===== config.mk =====
export PLATFORM = sky130hd
export DESIGN_NAME = pcoe_seg_mem
export DESIGN_NICKNAME = d
export VERILOG_FILES = /design/src/hw/rtl/pcoe_pkg.sv /design/src/hw/rtl/pcoe_seg_mem.sv
export SDC_FILE = /design/constraint.sdc
export NUM_CORES = 2
export LEC_CHECK = 0
export BUFFER_PORTS_ARGS = -buffer_cell sky130_fd_sc_hd__clkbuf_2
export CAP_MARGIN = 20
export CORE_ASPECT_RATIO = 1.5
export CORE_MARGIN = 3
export CORE_UTILIZATION = 40
export DETAILED_ROUTE_END_ITERATION = 10
export PLACE_DENSITY_LB_ADDON = 0.05
export SLEW_MARGIN = 20
export SYNTH_ARGS = -nofsm -noshare
export SYNTH_HDL_FRONTEND = slang
export SYNTH_SLANG_ARGS = --single-unit

===== constraint.sdc =====
create_clock -name clk -period 41.8 [get_ports clk]
set_input_delay 12.54 -clock clk [delete_from_list [all_inputs] [get_ports clk]]
set_output_delay 12.54 -clock clk [all_outputs]
set_load 0.02 [all_outputs]

===== src/hw/rtl/pcoe_pkg.sv =====
// ----------------------------------------------------------------------------
// pcoe_pkg
// Shared types and constants of the piecewise cubic offset evaluator.
// ----------------------------------------------------------------------------
package pcoe_pkg;

  localparam int MAX_SEGMENTS = 16;
  localparam int SEG_IDX_W    = 4;
  localparam int CNT_W        = 5;
  localparam int POS_W        = 32;
  localparam int COEF_W       = 48;
  localparam int ACC_W        = 160;
  localparam int LIMB_W       = 32;
  localparam int LIMBS        = ACC_W / LIMB_W;
  localparam int FRAC_SHIFT   = 36;

  localparam logic CMD_LOAD  = 1'b0;
  localparam logic CMD_QUERY = 1'b1;

  typedef struct packed {
    logic        [POS_W-1:0]  start;
    logic signed [COEF_W-1:0] a;
    logic signed [COEF_W-1:0] b;
    logic signed [COEF_W-1:0] c;
    logic signed [COEF_W-1:0] d;
  } seg_entry_t;

  function automatic logic [ACC_W-1:0] sext_coef(input logic [COEF_W-1:0] x);
    sext_coef = {{(ACC_W-COEF_W){x[COEF_W-1]}}, x};
  endfunction

endpackage


===== src/hw/rtl/pcoe_seg_mem.sv =====
// ----------------------------------------------------------------------------
// pcoe_seg_mem
// Segment table: one write port, one read port with registered read data.
// ----------------------------------------------------------------------------
module pcoe_seg_mem (
  input  logic                           clk,
  input  logic                           wr_en,
  input  logic [pcoe_pkg::SEG_IDX_W-1:0] wr_addr,
  input  pcoe_pkg::seg_entry_t           wr_data,
  input  logic                           rd_en,
  input  logic [pcoe_pkg::SEG_IDX_W-1:0] rd_addr,
  output pcoe_pkg::seg_entry_t           rd_data
);
  import pcoe_pkg::*;

  seg_entry_t mem [MAX_SEGMENTS];
  seg_entry_t rd_data_r;

  always_ff @(posedge clk) begin
    if (wr_en) begin
      mem[wr_addr] <= wr_data;
    end
    if (rd_en) begin
      rd_data_r <= mem[rd_addr];
    end
  end

  assign rd_data = rd_data_r;

endmodule


; ---- After elaboration in Yosys (flattened, before gate mapping)
; Memory sizes are Yosys's and may differ from the RTL's. A register that Yosys moved wholly into a read port is not among the register bits.
; Cells that the tools add are included.
[op_classes]
mux = 2
[ops]
columns = cell, n
row1 = 1-bit two-way mux, 2
[word_totals]
regBits = 0
ramBits = 3584
inputBits = 235
wordCells = 3
mem_count = 1
[mem_list]
columns = memory, words, width, read_ports, rd_clocked_by_memory_dff, write_ports, line_no
row1 = mem, 16, 224, 1, 1, 1, pcoe_seg_mem.sv:16  ; seg_entry_t mem [MAX_SEGMENTS];

; ---- Depth between registers and ports, before layout
[logic_depth]
ltp_word = 2
mapped_depth = 8
mapped_depth_nobuf = 3

; ---- Worst setup path after synthesis
; No wires, ideal clock.
[synth_timing]
kind = input to register
start = input port wr_addr[2] in the netlist's numbering
end = memory mem[0][0] in the netlist's numbering (enable)
setup_ns = 1.086
arrival_time_ns = 28.128
required_ns = 40.714
path_slack_ns = 12.585
cell_stages = 2
path_buffers = 0
cell_sequence = or3b_2 > nor3_1
[synth_rtl]
columns = item, line_no
row1 = start: declaration, pcoe_seg_mem.sv:8  ; input logic [pcoe_pkg::SEG_IDX_W-1:0] wr_addr,
row2 = end: declaration, pcoe_seg_mem.sv:16
; No word-level cell before the write port.

==> metrics.yaml <==
outcome: "finished, final reports clean"
wl_per_cell_um: 33.0
reg2reg_depth: 3
syn_area_sq_mm: 0.141
required_ns: 42.43
place_ws_ns: 24.27
final.min_clock_period_ns: 16.40
path_max_fanout: 75
fmax_mhz: 61.0
postPlaceCellArea_sq_mm: 0.149
ff2ff_setup_slack_ns: 40.06
synthTopCellsByCount: "edfxtp_1, mux4_2, a22oi_1"
ys_ff_latch: 3808
start_util_pct: 40.3
cts.sinks: 3808
synthAdderAreaFrac_pct: 0
holdWs_ns: 0.730
first_iter_violations: 5516
tns_ns: 0
syn-mean-instance-area_sq_um: 24.1
clock_latency_ns: 0.90
syn_nets: 6088
clock_skew_ns: 0.0320
ys_types: 25
die_h_um: 734
dp_hpwl_um: 196000
yosys.area_share.xor_xnor_pct: 0
worst_hold_path_type: "flip-flop to flip-flop"
core.rowCount: 266
p_leak_nw: 50.9
maxCapViolations: 0
synth-compound-area-share_pct: 2.55
ys_warn_count: 0
peakVddDrop_mv: 0.0331
synth_flop_cell: "edfxtp_1"
grt_pass1_vias: 70400
synthSimpleGateAreaFrac_pct: 0.850
antenna_found_initial: 92
clk_pin_slew_worst_paths_ns: 0.06
clockBufferDepth: 4
power_density_mw_per_mm2: 49.5
r2r_start: "mem[0][50]"
synthTopCellsByArea: "edfxtp_1, mux4_2, a22oi_1"
yosys.area.top_type: "edfxtp_1"
pin_count: 459
fin_nets: 6771
vias: 65100
grt-ovfl-total: 0
final-max-slew-violation-count: 0
fin_area_sq_mm: 0.161
gp_congestion: 0.708
synth_edf_count: 3808
hold_start: "mem[12][165]"
die_w_um: 491
ctsHoldBuffers: 0
cts_resized: 0
synth_top_family_by_area: "multiplexers"
drive_gt1_share_pct: 30.6
cp-end-kind: "flip-flop"
worstSetupStartpointType: "input pin"
maxSlewHeadroom_pct: 23.9
drtPass1Iterations: 7
worst_slack_ns: 25.40
grt_pass1_wl_um: 541000
finalHoldViolCount: 0
cts_tree: "done"
core-area_sq_mm: 0.351
worst_pin_slew_ns: 1.14
grt_max_degree: 130
finalSetupViolations: 0
drc: 0
synth_top_area_share_pct: 80.9
arrival_ns: 17.03
critical_path.startpoint: "rd_addr[0]"
grtUsageTotal_pct: 21.0
muxShareOfSynthArea_pct: 14.5
synth.most_common_cell: "edfxtp_1"
drt-total-wl_um: 381000
root_buffer: "clkbuf_16"
postRouteAntennaNets: 0
vias_per_cell: 5.64
die_area_sq_mm: 0.361
numPortBuffers: 458
yosysSeqAreaShare_pct: 80.9
ys_async_sr_fraction_pct: 0
post_cts.repair.setup_buffers: 0
rsz0062_at_grt: "false"
syn-instance-count: 5853
cts_buffers: 376
area_delta_synth_final_pct: 14.0
h-tree-depth: 5
period_share_pct: 39.2
min_path_cells: 3
path_class: "input pin to flip-flop"
==> routing by layer <==
layer  global-route usage, %  up-vias  wire length, um
li1                        -    26600                -
met1                    28.7    36300           160000
met2                    34.9     1655           190000
met3                    4.39      526            23500
met4                    4.39       76             7680
met5                       0        -              482
==> state kept, by name, summed over array words and instances, names as in the netlist <==
signal   cells
mem       3584
rd_data    224
==> critical path, stage by stage <==
cell     delay (ns)
buf_12         0.39
buf_4          0.64
buf_4          0.75
buf_4          0.66
buf_4          0.80
mux4_2         0.59
a22oi_1        0.27
nand2_1        0.08
==> logic make-up after synthesis <==
| logic type | after synthesis |
|---|---|
| flip-flops | 3808 |
| buffers and inverters | 312 |
| AO/OA/AOI/OAI | 478 |
| AND/OR/NAND/NOR | 263 |
| multiplexers | 992 |
==> final timing paths <==
kind | endpoint
setup / recovery | rd_data[114]
hold reg to reg | rd_data[165]
setup reg to reg | rd_data[50]
hold / removal | rd_data[165]
==> cells in the final DEF (no fill, tap or decap), types with 9 or more instances in the layout <==
master      synthesis  layout
clkbuf_2            0     453
a22oi_1           376     376
mux2i_1            42      42
clkbuf_16           0     384
mux2_2            117     117
bufinv_16           0      23
nand2b_1           28      27
clkinv_1            0     108
diode_2             0      23
clkinv_2            0      63
o221ai_1           39      39
a221oi_1           24      24
mux4_2            833     833
inv_6               0      11
clkinvlp_4          0       9
buf_12              0      12
nand2_1           163     163
nor2_4              0      15
nor2b_1            45      39
buf_4              81     146
o21ai_0            30      30
clkbuf_1          118      76
o22a_1              9       9
edfxtp_1         3808    3808
==> stage by stage <==
step	util, %	power (mW)	cells
floorplan	-	4.65	5853
detailed placement	42.6	4.83	10800
global route	45.9	8.26	11500
finish	45.9	7.98	11600
CTS	45.9	8.09	11500
global placement	42.6	4.82	10800
==> final cells by class <==
cell class	instances	area (sq um)
sequential	3808	114000
tap	4690	5870
fill	29600	190000
antenna	23	57.6
clock inverter	220	1650
multi-input combinational	1733	25500
clock buffer	460	9890
timing repair buffer	617	3710
==> where the power goes <==
part / total [mW] / switching, mW / internal, mW
registers: 4.33 / 0.0299 / 4.30
logic: 0.401 / 0.257 / 0.144
clock network: 3.24 / 1.42 / 1.82
total: 7.98 / 1.71 / 6.27
Note: power is estimated with default switching activity, not from simulation.
