### src/hw/rtl/pcoe_pkg.sv
// ----------------------------------------------------------------------------
// pcoe_pkg
// Shared types and constants of the piecewise cubic offset evaluator.
// ----------------------------------------------------------------------------
package pcoe_pkg;

  localparam int MAX_SEGMENTS = 16;
  localparam int SEG_IDX_W    = 4;
  localparam int CNT_W        = 5;
  localparam int POS_W        = 32;
  localparam int COEF_W       = 48;
  localparam int ACC_W        = 160;
  localparam int LIMB_W       = 32;
  localparam int LIMBS        = ACC_W / LIMB_W;
  localparam int FRAC_SHIFT   = 36;

  localparam logic CMD_LOAD  = 1'b0;
  localparam logic CMD_QUERY = 1'b1;

  typedef struct packed {
    logic        [POS_W-1:0]  start;
    logic signed [COEF_W-1:0] a;
    logic signed [COEF_W-1:0] b;
    logic signed [COEF_W-1:0] c;
    logic signed [COEF_W-1:0] d;
  } seg_entry_t;

  function automatic logic [ACC_W-1:0] sext_coef(input logic [COEF_W-1:0] x);
    sext_coef = {{(ACC_W-COEF_W){x[COEF_W-1]}}, x};
  endfunction

endpackage

### src/hw/rtl/pcoe_horner.sv
// ----------------------------------------------------------------------------
// pcoe_horner
// Horner evaluation of d,c,b,a at ds on one shared 32x32 multiplier, limb by
// limb over a 160-bit accumulator, then rounding and saturation to Q16.32.
// ----------------------------------------------------------------------------
module pcoe_horner (
  input  logic                         clk,
  input  logic                         rst_n,
  input  logic                         go,
  input  logic [pcoe_pkg::POS_W-1:0]   ds,
  input  pcoe_pkg::seg_entry_t         coef,
  output logic                         done,
  output logic [pcoe_pkg::COEF_W-1:0]  value,
  output logic                         sat
);
  import pcoe_pkg::*;

  typedef enum logic [1:0] {H_IDLE, H_MUL, H_ADD, H_FIN} hstate_t;

  hstate_t             state_r, state_nxt;
  logic [ACC_W-1:0]    acc_r, acc_nxt;
  logic [LIMB_W-1:0]   carry_r, carry_nxt;
  logic [2:0]          limb_r, limb_nxt;
  logic [1:0]          step_r, step_nxt;
  logic [POS_W-1:0]    ds_r, ds_nxt;
  seg_entry_t          coef_r, coef_nxt;
  logic                done_r, done_nxt;
  logic [COEF_W-1:0]   value_r, value_nxt;
  logic                sat_r, sat_nxt;

  logic [LIMB_W-1:0]   limb_val;
  logic [2*LIMB_W-1:0] prod;
  logic [2*LIMB_W-1:0] prod_sum;
  logic [ACC_W-1:0]    addend;
  logic [ACC_W-1:0]    c_ext, b_ext, a_ext;
  logic [ACC_W-1:FRAC_SHIFT+COEF_W-1] hi_bits;
  logic                fits;

  assign limb_val = acc_r[{limb_r, 5'b00000} +: LIMB_W];
  assign prod     = limb_val * ds_r;
  assign prod_sum = prod + {{LIMB_W{1'b0}}, carry_r};

  assign c_ext = sext_coef(coef_r.c);
  assign b_ext = sext_coef(coef_r.b);
  assign a_ext = sext_coef(coef_r.a);

  // last term also carries the half-lsb for round half up
  always_comb begin
    unique case (step_r)
      2'd0:    addend = {c_ext[ACC_W-13:0], 12'b0};
      2'd1:    addend = {b_ext[ACC_W-25:0], 24'b0};
      default: addend = {a_ext[ACC_W-FRAC_SHIFT-1:0], 1'b1, 35'b0};
    endcase
  end

  assign hi_bits = acc_r[ACC_W-1:FRAC_SHIFT+COEF_W-1];
  assign fits    = (&hi_bits) | ~(|hi_bits);

  always_comb begin
    state_nxt = state_r;
    acc_nxt   = acc_r;
    carry_nxt = carry_r;
    limb_nxt  = limb_r;
    step_nxt  = step_r;
    ds_nxt    = ds_r;
    coef_nxt  = coef_r;
    done_nxt  = 1'b0;
    value_nxt = value_r;
    sat_nxt   = sat_r;
    unique case (state_r)
      H_IDLE: begin
        if (go) begin
          acc_nxt   = sext_coef(coef.d);
          coef_nxt  = coef;
          ds_nxt    = ds;
          carry_nxt = '0;
          limb_nxt  = '0;
          step_nxt  = '0;
          state_nxt = H_MUL;
        end
      end
      H_MUL: begin
        acc_nxt[{limb_r, 5'b00000} +: LIMB_W] = prod_sum[LIMB_W-1:0];
        carry_nxt = prod_sum[2*LIMB_W-1:LIMB_W];
        if (limb_r == 3'(LIMBS - 1)) begin
          limb_nxt  = '0;
          state_nxt = H_ADD;
        end else begin
          limb_nxt = limb_r + 3'd1;
        end
      end
      H_ADD: begin
        acc_nxt   = acc_r + addend;
        carry_nxt = '0;
        if (step_r == 2'd2) begin
          state_nxt = H_FIN;
        end else begin
          step_nxt  = step_r + 2'd1;
          state_nxt = H_MUL;
        end
      end
      default: begin
        done_nxt = 1'b1;
        if (fits) begin
          value_nxt = acc_r[FRAC_SHIFT+COEF_W-1:FRAC_SHIFT];
          sat_nxt   = 1'b0;
        end else begin
          value_nxt = acc_r[ACC_W-1] ? {1'b1, {(COEF_W-1){1'b0}}}
                                     : {1'b0, {(COEF_W-1){1'b1}}};
          sat_nxt   = 1'b1;
        end
        state_nxt = H_IDLE;
      end
    endcase
  end

  always_ff @(posedge clk) begin
    if (!rst_n) begin
      state_r <= H_IDLE;
      done_r  <= 1'b0;
    end else begin
      state_r <= state_nxt;
      done_r  <= done_nxt;
    end
    acc_r   <= acc_nxt;
    carry_r <= carry_nxt;
    limb_r  <= limb_nxt;
    step_r  <= step_nxt;
    ds_r    <= ds_nxt;
    coef_r  <= coef_nxt;
    value_r <= value_nxt;
    sat_r   <= sat_nxt;
  end

  assign done  = done_r;
  assign value = value_r;
  assign sat   = sat_r;

endmodule

### config.mk
export PLATFORM = sky130hd
export DESIGN_NAME = pcoe_horner
export DESIGN_NICKNAME = d
export VERILOG_FILES = /design/src/hw/rtl/pcoe_pkg.sv /design/src/hw/rtl/pcoe_horner.sv
export SDC_FILE = /design/constraint.sdc
export NUM_CORES = 2
export LEC_CHECK = 0
export BUFFER_PORTS_ARGS = -buffer_cell sky130_fd_sc_hd__buf_2
export CORE_MARGIN = 5
export CORE_UTILIZATION = 45
export CTS_BUF_LIST = sky130_fd_sc_hd__clkbuf_16
export DETAILED_ROUTE_END_ITERATION = 10
export PLACE_DENSITY = 0.66
export SYNTH_ARGS = -nofsm -noshare
export SYNTH_HDL_FRONTEND = slang
export SYNTH_SLANG_ARGS = --single-unit
### constraint.sdc
create_clock -name clk -period 11.3 [get_ports clk]
set_input_delay 1.13 -clock clk [delete_from_list [all_inputs] [get_ports clk]]
set_output_delay 1.13 -clock clk [all_outputs]
set_load 0.1 [all_outputs]
* After elaboration in Yosys (flattened, before gate mapping)
Index checks and enable logic that the tools add are counted.
** Cells by class
- $add $sub $neg :: 5
- $mul :: 1
- Eq/ne operators :: 8
- Shift-type cells :: 3
- Mux-type cells :: 20
- Bitwise logic cells :: 2
- Reductions and logical operators :: 13
** Operators by type and width (number)
- case mux 160 bit (3 select lines) :: 1
- case mux 160 bit (2 select lines) :: 1
- adder 160 bit :: 1
- bitwise mux 160 bit :: 1
- 2-to-1 mux 160 bit :: 1
- variable shift 32 x 10 -> 160 bit (first input constant) :: 1
- variable part select 160 x 9 -> 32 bit :: 1
- variable part select 32 x 10 -> 160 bit :: 1
- 2-to-1 mux 48 bit :: 2
- case mux 32 bit (3 select lines) :: 1
- AND reduction 77 bit :: 1
- OR reduction 77 bit :: 1
- adder 64 x 32 -> 64 bit :: 1
- multiplier 32 x 32 -> 64 bit :: 1
- 2-to-1 mux 32 bit :: 1
- 2-to-1 mux 2 bit :: 5
- negator 8 -> 10 bit :: 1
- AND reduction 2 bit :: 4
- 2-to-1 mux 3 bit :: 2
- != test 2 bit (second input constant) :: 3
- case mux 2 bit (3 select lines) :: 1
- case mux 3 bit (2 select lines) :: 1
- equality test 2 x 1 -> 1 bit (second input constant) :: 2
- equality test 2 bit (second input constant) :: 2
- 12 further kinds :: 15
** Word-level totals
- Register bits after elaboration :: 425
- Input port bits :: 259
- Output and inout port bits :: 50
- Word-level logic and storage cells :: 64

* Longest topological paths before layout
- Depth in word-level cells :: 6
- Depth in mapped cells :: 38
- Depth with buffers taken out :: 34

* Worst setup path before layout
Ideal clock, no wire load.
- Path kind :: reg2reg
- From :: register state_r[0]
- To :: register acc_r[100], enable pin
- Library setup time :: 0.722 ns
- Data arrival time :: 8.890 ns
- Required time :: 10.578 ns
- Path slack :: 1.688 ns
- Cell stages (with the launch flop) :: 3
- Buffers on the path :: 0
- Clock period less this slack :: 9.612 ns
- Path through :: dfxtp_1 -> ha_1 -> nor2_1
** On the way
- Word-level cells in the longest chain between the ends :: 3
- Elaborated cells between the ends (all ways) :: 6
- Those cells by class :: eq/ne: 3; reduce/logical: 3
** Ends and longest elaborated chain
- from (decl) :: RTL line pcoe_horner.sv:20 : hstate_t state_r, state_nxt;
- from (signal assigned) :: RTL line pcoe_horner.sv:122 : state_r <= state_nxt;
- equality test 2 bit (tied with other cells) :: RTL line pcoe_horner.sv:70 : unique case (state_r)
- nonzero test 3 bit (no line) or != test 2 bit (tied branches)
- AND reduction 2 bit (no line) *
- to (signal assigned) :: RTL line pcoe_horner.sv:125 : acc_r <= acc_nxt;
- to (decl) :: RTL line pcoe_horner.sv:21 : logic [ACC_W-1:0] acc_r, acc_nxt;
Every way passes the cells marked *; elsewhere a longest branch is shown, timed or not.
A chain may end at the register's enable or synchronous reset.

* Worst setup path after layout
- From :: register limb_r[2]
- To :: register carry_r[26], data pin
** On the way
- Word-level cells in the longest chain between the ends :: 4
** Ends and longest elaborated chain
- from (decl) :: RTL line pcoe_horner.sv:23 : logic [2:0] limb_r, limb_nxt;
- from (signal assigned) :: RTL line pcoe_horner.sv:127 : limb_r <= limb_nxt;
- variable part select 160 x 9 -> 32 bit :: RTL line pcoe_horner.sv:39 : assign limb_val = acc_r[{limb_r, 5'b00000} +: LIMB_W];
- multiplier 32 x 32 -> 64 bit :: RTL line pcoe_horner.sv:40 : assign prod = limb_val * ds_r;
- adder 64 x 32 -> 64 bit :: RTL line pcoe_horner.sv:41 : assign prod_sum = prod + {{LIMB_W{1'b0}}, carry_r};
- case mux 32 bit (3 select lines) :: RTL line pcoe_horner.sv:70
- to (signal assigned) :: RTL line pcoe_horner.sv:126 : carry_r <= carry_nxt;
- to (decl) :: RTL line pcoe_horner.sv:22 : logic [LIMB_W-1:0] carry_r, carry_nxt;
Every way passes these cells.

==> flow_metrics.tcl <==
set metrics [dict create \
    status "finished clean" \
    yosysWarningCount 0 \
    grt_max_degree 137 \
    start_kind "register" \
    vias 53389 \
    synth_cells 6984 \
    clk_latency_ns 0.69 \
    seq_area_frac_synth_pct 19.9 \
    fmax_mhz 95.5 \
    clk_pin_slew_ns 0.06 \
    endpoint_kind "register" \
    cp_slowest_stage_delay_ns 0.68 \
    drt_iter0_drc 5442 \
    remaining_drc_errors 0 \
    synth_top_area_cell "fa_1" \
    async_flop_share_pct 0 \
    setup_viol 0 \
    path_common_cell "fa_1" \
    synth.area.top_cells "fa_1 29%, edfxtp_1 20%, ha_1 8.3%" \
    critPathKind "reg -> reg" \
    cts_buffers 53 \
    numClockSinks 425 \
    synth_edf_count 422 \
    synth_cell_types 98 \
    core-area_um2 142000 \
    yosys_most_used_dff "edfxtp_1" \
    synthToLayoutAreaGrowth_pct 8.43 \
    syn_area_um2 64100 \
    grt_pass1_vias 54386 \
    pre_cts_ws_ns 1.03 \
    drive_above_1_share_pct 9.40 \
    dieArea_um2 150000 \
    synth_nets 8596 \
    worst_pin_slew_ns 1.42 \
    track_usage_pct 30.4 \
    ant_nets 0 \
    die_h_um 387 \
    cts_buffer_depth 3 \
    mostFrequentLayoutCell "inv_1" \
    hold_viol_final 0 \
    post-cts-setup-buffers 0 \
    avgViaCountPerCell 5.94 \
    fin_ws_ns 0.824 \
    antenna_found_initial 16 \
    final_cell_mix "1,055 x inv_1, 929 x fa_1, 909 x nand2_1" \
    start_util_pct 45.3 \
    slew_headroom_pct 5.15 \
    worst-path-buf-inv 9 \
    drv_cap 0 \
    ys_ff_latch 425 \
    avgSynthCellArea_um2 9.18 \
    io_pins 309 \
    cts-root-buf "clkbuf_16" \
    clock_skew_ns 0.0475 \
    overflow 0 \
    crit_slowest_cell "o22ai_2" \
    row_count 138 \
    htree_levels 2 \
    fin_tns_setup_ns 0 \
    gp_congestion 1.04 \
    hold_path.class "reg -> reg" \
    totalWireLength_mm 233 \
    hpwl_mm 187 \
    worstPathRequired_ns 11.70 \
    hold_buffers 0 \
    numPortBuffers 276 \
    arrival_ns 10.88 \
    slew_viol_final 0 \
    worst_path_dominant_cell_family "adder cells" \
    fp.dieW_um 387 \
    cts_resized 0 \
    cts_tree "yes" \
    dr.pass1.iters 6 \
    finalNetCount 8652 \
    wl_per_cell_um 25.9 \
    yosys.area.top_type_share_pct 29.0 \
    critPathMaxFanout 37 \
    timing.final.crit_share_pct 92.7 \
    grt_pass1_wl_mm 348 \
    grt_setup_unrepaired "no" \
    fin_crit_ns 10.48 \
]
[stage by stage]
step	hold slack [ns]	instances	util (%)	cell area [um2]
5_1_grt	0.591	8974	49.1	69500
2_1_floorplan	0.553	6984	-	64100
3_5_place_dp	0.597	8875	47.9	67800
3_3_place_gp	0.582	8875	47.9	67800
6_report	0.606	8988	49.1	69500
4_1_cts	0.577	8972	49.1	69500
[registers in the layout (all words and copies together), names as in the netlist]
register,flops
acc_r,160
a_ext,48
b_ext,48
c_ext,48
value,48
carry_r,32
ds_r,32
limb_r,3
state_r,2
step_r,2
done,1
sat,1
[Yosys cell counts (74+ instances only)]
| cell | instances |
|---|---|
| inv_1 | 1046 |
| fa_1 | 929 |
| nand2_1 | 911 |
| and2_1 | 516 |
| ha_1 | 424 |
| edfxtp_1 | 422 |
| a21oi_1 | 404 |
| clkbuf_1 | 372 |
| nor2_1 | 258 |
| o21ai_0 | 190 |
| xnor2_1 | 116 |
| a22oi_1 | 111 |
| nand4_1 | 106 |
| a21o_1 | 105 |
| mux2i_1 | 100 |
| o221ai_1 | 88 |
| xor2_1 | 74 |
[path summary, 6_finish.rpt]
| check | from | end | slack (ns) | depth (start not counted) |
|---|---|---|---|---|
| max | limb_r[2]$_SDFFCE_PN0P_ | carry_r[26]$_SDFFCE_PN0P_ | 0.82 | 32 |
| max reg2reg | limb_r[2]$_SDFFCE_PN0P_ | carry_r[26]$_SDFFCE_PN0P_ | 0.82 | 32 |
| min | step_r[0]$_SDFFCE_PN0P_ | step_r[0]$_SDFFCE_PN0P_ | 0.61 | 1 |
| min reg2reg | step_r[0]$_SDFFCE_PN0P_ | step_r[0]$_SDFFCE_PN0P_ | 0.61 | 1 |
[kinds of logic (layout without fill, tap and decap cells)]
kind of cell	Yosys count	in the layout	share of synthesized area (%)
AO/OA/AOI/OAI	1354	1354	14.0
other	0	16	0
adder cells (fa/ha/maj)	1353	1353	37.3
flip-flops	425	425	19.9
XOR/XNOR	190	190	2.60
AND/OR/NAND/NOR	2066	2066	15.5
buffers and inverters	1477	1575	8.76
multiplexers	119	119	1.91
[final cells by class]
class	count	area, um2
Antenna cell	16	40.0
Clock buffer	53	1330
Clock inverter	44	338
Fill cell	13366	72100
Inverter	1046	3930
Multi-Input combinational cell	5082	46200
Sequential cell	425	12700
Tap cell	1890	2360
Timing Repair Buffer	432	2580
[metal layers]
layer  share of wire (%)  vias up  track usage (%)
met1                  40    27042             40.0
met2                  45     2605             48.4
met5               0.026        -                0
met3                 9.6      537             6.97
li1                    -    23193                -
met4                 5.2       12             12.9
Power is not shown: default switching activity piles up to over one toggle a cycle in this logic, so the estimate is an artifact.
